### config.mk
export PLATFORM = sky130hd
export DESIGN_NAME = bo2c_ram
export DESIGN_NICKNAME = d
export VERILOG_FILES = /design/src/rtl/core/bo2c_ram.sv
export SDC_FILE = /design/constraint.sdc
export NUM_CORES = 1
export LEC_CHECK = 0
export BUFFER_PORTS_ARGS = -buffer_cell sky130_fd_sc_hd__buf_2
export CORE_ASPECT_RATIO = 1.5
export CORE_MARGIN = 5
export CORE_UTILIZATION = 30
export DETAILED_ROUTE_END_ITERATION = 8
export PLACE_DENSITY = 0.57
export SKIP_LAST_GASP = 1
export SYNTH_ARGS = -nofsm -noshare
export SYNTH_HDL_FRONTEND = slang
export SYNTH_SLANG_ARGS = --single-unit
### constraint.sdc
create_clock -name clk -period 5.1 [get_ports clk]
set_clock_uncertainty 0.05 [all_clocks]
set_input_delay 0.765 -clock clk [delete_from_list [all_inputs] [get_ports clk]]
set_output_delay 0.765 -clock clk [all_outputs]
set_load 0.05 [all_outputs]
### src/rtl/core/bo2c_ram.sv
// Generic single-port-write, single-port-read RAM with a registered read.
// No dependencies; used for the pixel and anchor line buffers.
module bo2c_ram #(
    parameter int WIDTH = 1,
    parameter int DEPTH = 64,
    localparam int ADDR_W = (DEPTH > 1) ? $clog2(DEPTH) : 1
) (
    input  logic              clk,
    input  logic              we,
    input  logic [ADDR_W-1:0] waddr,
    input  logic [WIDTH-1:0]  wdata,
    input  logic              re,
    input  logic [ADDR_W-1:0] raddr,
    output logic [WIDTH-1:0]  rdata
);

    logic [WIDTH-1:0] mem [DEPTH];

    always_ff @(posedge clk)
    begin
        if (we)
        begin
            mem[waddr] <= wdata;
        end
        if (re)
        begin
            rdata <= mem[raddr];
        end
    end

endmodule

Word-level counts from Yosys, hierarchy flattened --
Memories as Yosys holds them, arrays and structs flattened. A register that Yosys moved wholly into a read port is not among the register bits. Index checks and enable logic that the tools add are counted.
Word-level totals: register bits 0, RAM bits 64, input bits 16, output and inout bits 1, logic and storage cells 3, memories 1
Memories:
- mem | depth 64, bits a word 1, read ports 1, clocked after Yosys merged registers in 1, write ports 1, RTL line 17 | logic [WIDTH-1:0] mem [DEPTH];
Cells by class: mux-type cells 2
Operators with widths (count):
- 1-bit 2-to-1 mux | 2

Depth between registers and ports, before layout --
word-level depth 2, mapped depth 6

Least setup slack after synthesis --
Ideal clock, no wire load.
path kind input to register, start input port raddr[1], end register rdata, read port of mem, data pin, library setup time 257 ps, arrival time 2183 ps, setup slack 2610 ps, cell stages on the path 5, buffers on the path 1, path through buf_6 mux4_2 mux4_2 or2_0 a32o_1
RTL lines:
- start: declaration | RTL line 13 | input logic [ADDR_W-1:0] raddr,
- end: declaration | RTL line 14 | output logic [WIDTH-1:0] rdata

==> run summary <==
The flow ran to the end, and the final reports show no timing, DRC or antenna violations. The number of antenna violations at the first check in global routing is 0. The end of the worst hold path was rdata$_DFFE_PP_. CTS placed an instance of sky130_fd_sc_hd__clkbuf_16 at the clock tree root. The logs give 5938 microns for the wire length after detailed routing and 0 for the number of antenna cells inserted. The worst setup path is captured at a flop.

Fill cells in the final layout number 889. In this run the tightest slew margin relative to its limit is 37.40%. The effective utilization at floorplan was 30.35%.

The run gives 0.7022 as the final weighted congestion in routability-driven placement. The tools report the top achievable clock speed as 407.0 MHz. The tools report the startpoint of the worst-slack reg-to-reg timing path as mem[2]$_DFFE_PP_. The number of buffers created by CTS came out at 9. Internal power comes to 1.195 mW. After floorplanning, the core was sized to cover 9634 sq um. Of the available clock period, the critical path in the final layout requires 48.17%.

The cell count of the worst reg-to-reg path came out at 4. The top cell types in the final layout, fill and taps aside, are 67 x sky130_fd_sc_hd__nor2_1, 65 x sky130_fd_sc_hd__edfxtp_1, 16 x sky130_fd_sc_hd__buf_2. The worst-case setup margin in the final layout is 2643 ps, and the total clock sinks is 65. Setup total negative slack on the finished layout was measured at 0 ps. The longest clock path from root to sink contains 2 buffers. For this block, the initial DRC count from the detailed router was 110. The logs give 0 for the remaining number of nets flagged by the antenna check after routing and 4073 microns for the half-perimeter wire length of the detailed placement result.

The count of buffers added on input and output ports is 16. The register bit count reported by yosys was 65; the number of max-slew violations in the final report was 0. Max-cap violations in this run came to 0. The startpoint type of the worst setup path is a primary input.

The endpoint identified for the worst register-to-register timing path is rdata$_DFFE_PP_. Sequential cells were found to cover 66.75% of the synthesized design area. The most utilized layer in the global route result is met2. The number of failing hold endpoints at the final stage is 0, and the post-cts hold buffer count is 0. The logs give 0.1573 mV for the worst ir drop on vdd and 10.81% for the total routing usage reported by global routing.

The pre-CTS setup slack came out at 2298 ps. Net switching is 17.85% of the power. The clock-pin slew on the worst setup and hold paths was 50 ps. The number of gates resized after CTS was 0. The vertical die dimension was 130.9 microns; the slack of the worst reg-to-reg path was 3060 ps. The length of the first detailed-routing pass in iterations is 4, and the number of distinct standard cells referenced by the synthesized netlist is 24. The average instance in the mapped netlist occupies 14.33 sq um. At the worst endpoint, the required time is 5120 ps.

The H-tree generated during clock tree synthesis spans 3 levels. Cells with a size suffix above 1 make up 19.20% of the layout. Dividing the detail-routed wire length by the instance count gives 17.52 microns.

The run gives 0 as the setup fix buffers added after clock tree synthesis. The number of cells traversed by the worst hold path came out at 1. Leaving out fill and tap cells, the most frequent cell in the layout is sky130_fd_sc_hd__nor2_1. The largest net degree at the start of global routing came out at 65. The startpoint of the most critical hold path was re. The largest individual stage delay along the critical path comes from the cell sky130_fd_sc_hd__mux4_1. The first-pass GRT wire length came out at 9487 microns. Total congestion overflow after global routing: 0.

TritonCTS built the clock tree. The later pin in the worst-skew pair is clocked with a latency of 320 ps. The via density per instance was 5.029. The total via count after detailed routing is 1705, and the width of the chip is 90.61 microns.

For the pin with the worst max-slew slack, the measured transition is 939.0 ps. Area growth from synthesis to layout: 19.21%. The classification of the worst setup path was in2reg. Along the worst path, the maximum fanout reaches 13. Setup repair after global routing left no endpoint under its margin. In this run, the clock network consumes 54.4% of the power. The initialized floorplan defines 44 standard-cell rows. The switching power total came out at 0.2596 mW. For this run, global-route usage on met1 was measured as 11.87%.

Counting every instance in the synthesized netlist gives 204. The number of I/O pins came out at 17. The run gives 220 as the synthesized net count.

For this design the ratio of total power to cell area is 417.3 nW/um^2. In this design, the stage delay of the slowest critical-path cell is 590 ps. Global routing used 2.806% of the available met3 tracks.

The synthesized netlist occupies a cell area of 2924 sq um. Synthesis warning total: 0. The logs give 1.100 nW for the leakage power summed over all cells and 2480 ps for the data arrival at the endpoint of the critical path.

After layout, the minimum clock period comes to 2457 ps. The net count reported at finish came out at 235. The logic gate share of total power is 4.8%. After detailed routing, the number of remaining DRC violations is 0. The tightest min-delay check is of the in2reg type. Power share of the sequential group: 40.8%. Walking the worst path, the cells encountered are buf_2 -> mux4_1 -> mux4_2 -> or2_0 -> a32o_1. The run gives 1756 as the via count of the first global-routing pass. The floorplan step defined a die boundary enclosing 11860 sq um. Setup violations remaining at the end of the flow were counted as 0.

The met2 usage was 19.26%.
how the worst max path moves through the flow:
| stage | slack (ps) | startpoint | to |
|---|---|---|---|
| after floorplan | 2610 | raddr[1] | rdata$_DFFE_PP_ |
| after global placement | 2340 | raddr[1] | rdata$_DFFE_PP_ |
| after detailed placement | 2300 | raddr[1] | rdata$_DFFE_PP_ |
| after CTS | 2640 | raddr[1] | rdata$_DFFE_PP_ |
| after global routing | 2550 | raddr[1] | rdata$_DFFE_PP_ |
| final | 2640 | raddr[1] | rdata$_DFFE_PP_ |
sequential cells by signal, summed over array words and instances, names as in the netlist:
| name | cells |
|---|---|
| rdata | 1 |
| mem | 64 |
synthesized netlist by cell type, drive strengths merged:
library cell  number  share of area, %
a21boi             1              0.26
nor2b              5               1.1
or2                1              0.21
a41oi              1              0.30
buf                2              0.56
a22oi              2              0.51
edfxtp            65                67
or3b               1              0.30
nand2b             2              0.43
nand4b             1              0.30
nand4              3              0.64
nand3b             4               1.0
or3                1              0.21
nor3               2              0.34
clkbuf            10               1.3
and2b              1              0.26
a32o               1              0.34
a21oi              1              0.17
nand2              7              0.90
mux4              17                14
nor2              67               8.6
nand3              9               1.5
worst max-delay path, delay by kind of cell:
family,cells,cell delay [ps]
muxes,2,1040
buffers and inverters,1,250
and+or+nand+nor,1,210
AOI/OAI and AO/OA,1,210
power groups by stage:
stage	Sequential [mW]	Combinational, mW	Clock [mW]
finish	0.594	0.0691	0.791
global route	0.594	0.0769	0.822
CTS	0.594	0.0708	0.802
detailed placement	0.605	0.0704	0
global placement	0.605	0.0694	0
floorplan	0.607	0.0426	0
per-stage QoR:
stage               util [%]  hold WS (ps)  cells  power, mW  cell area, sq um
CTS                    36.18         576.2    339      1.467              3486
global placement       32.12         874.4    323     0.6743              3094
finish                 36.18         587.7    339      1.455              3486
floorplan                  -         808.9    204     0.6497              2924
global route           36.18         576.2    339      1.493              3486
detailed placement     32.12         902.4    323     0.6754              3094
cell families (layout without fill, tap and decap cells):
kind of cell    count (synthesis)  in the layout  share of synthesized area, %
simple gates                  104            104                         15.83
flops                          65             65                         66.75
mux                            17             17                         13.99
buf+inv                        12             32                         1.840
compound gates                  6              6                         1.583
area by class of cell:
class | count | area, sq um | area share, %
Timing Repair Buffer | 16 | 80.08 | 2.297
Tap cell | 115 | 143.9 | 4.128
Clock inverter | 7 | 166.4 | 4.774
Clock buffer | 9 | 225.2 | 6.461
Sequential cell | 65 | 1952 | 55.99
Multi-Input combinational cell | 127 | 918.4 | 26.35
routing by layer:
metal	vias up	wire, microns
li1	799	-
met1	866	2384
met2	32	3255
met3	8	177
met4	0	120
met5	-	0
(Power assumes the default switching activity.)
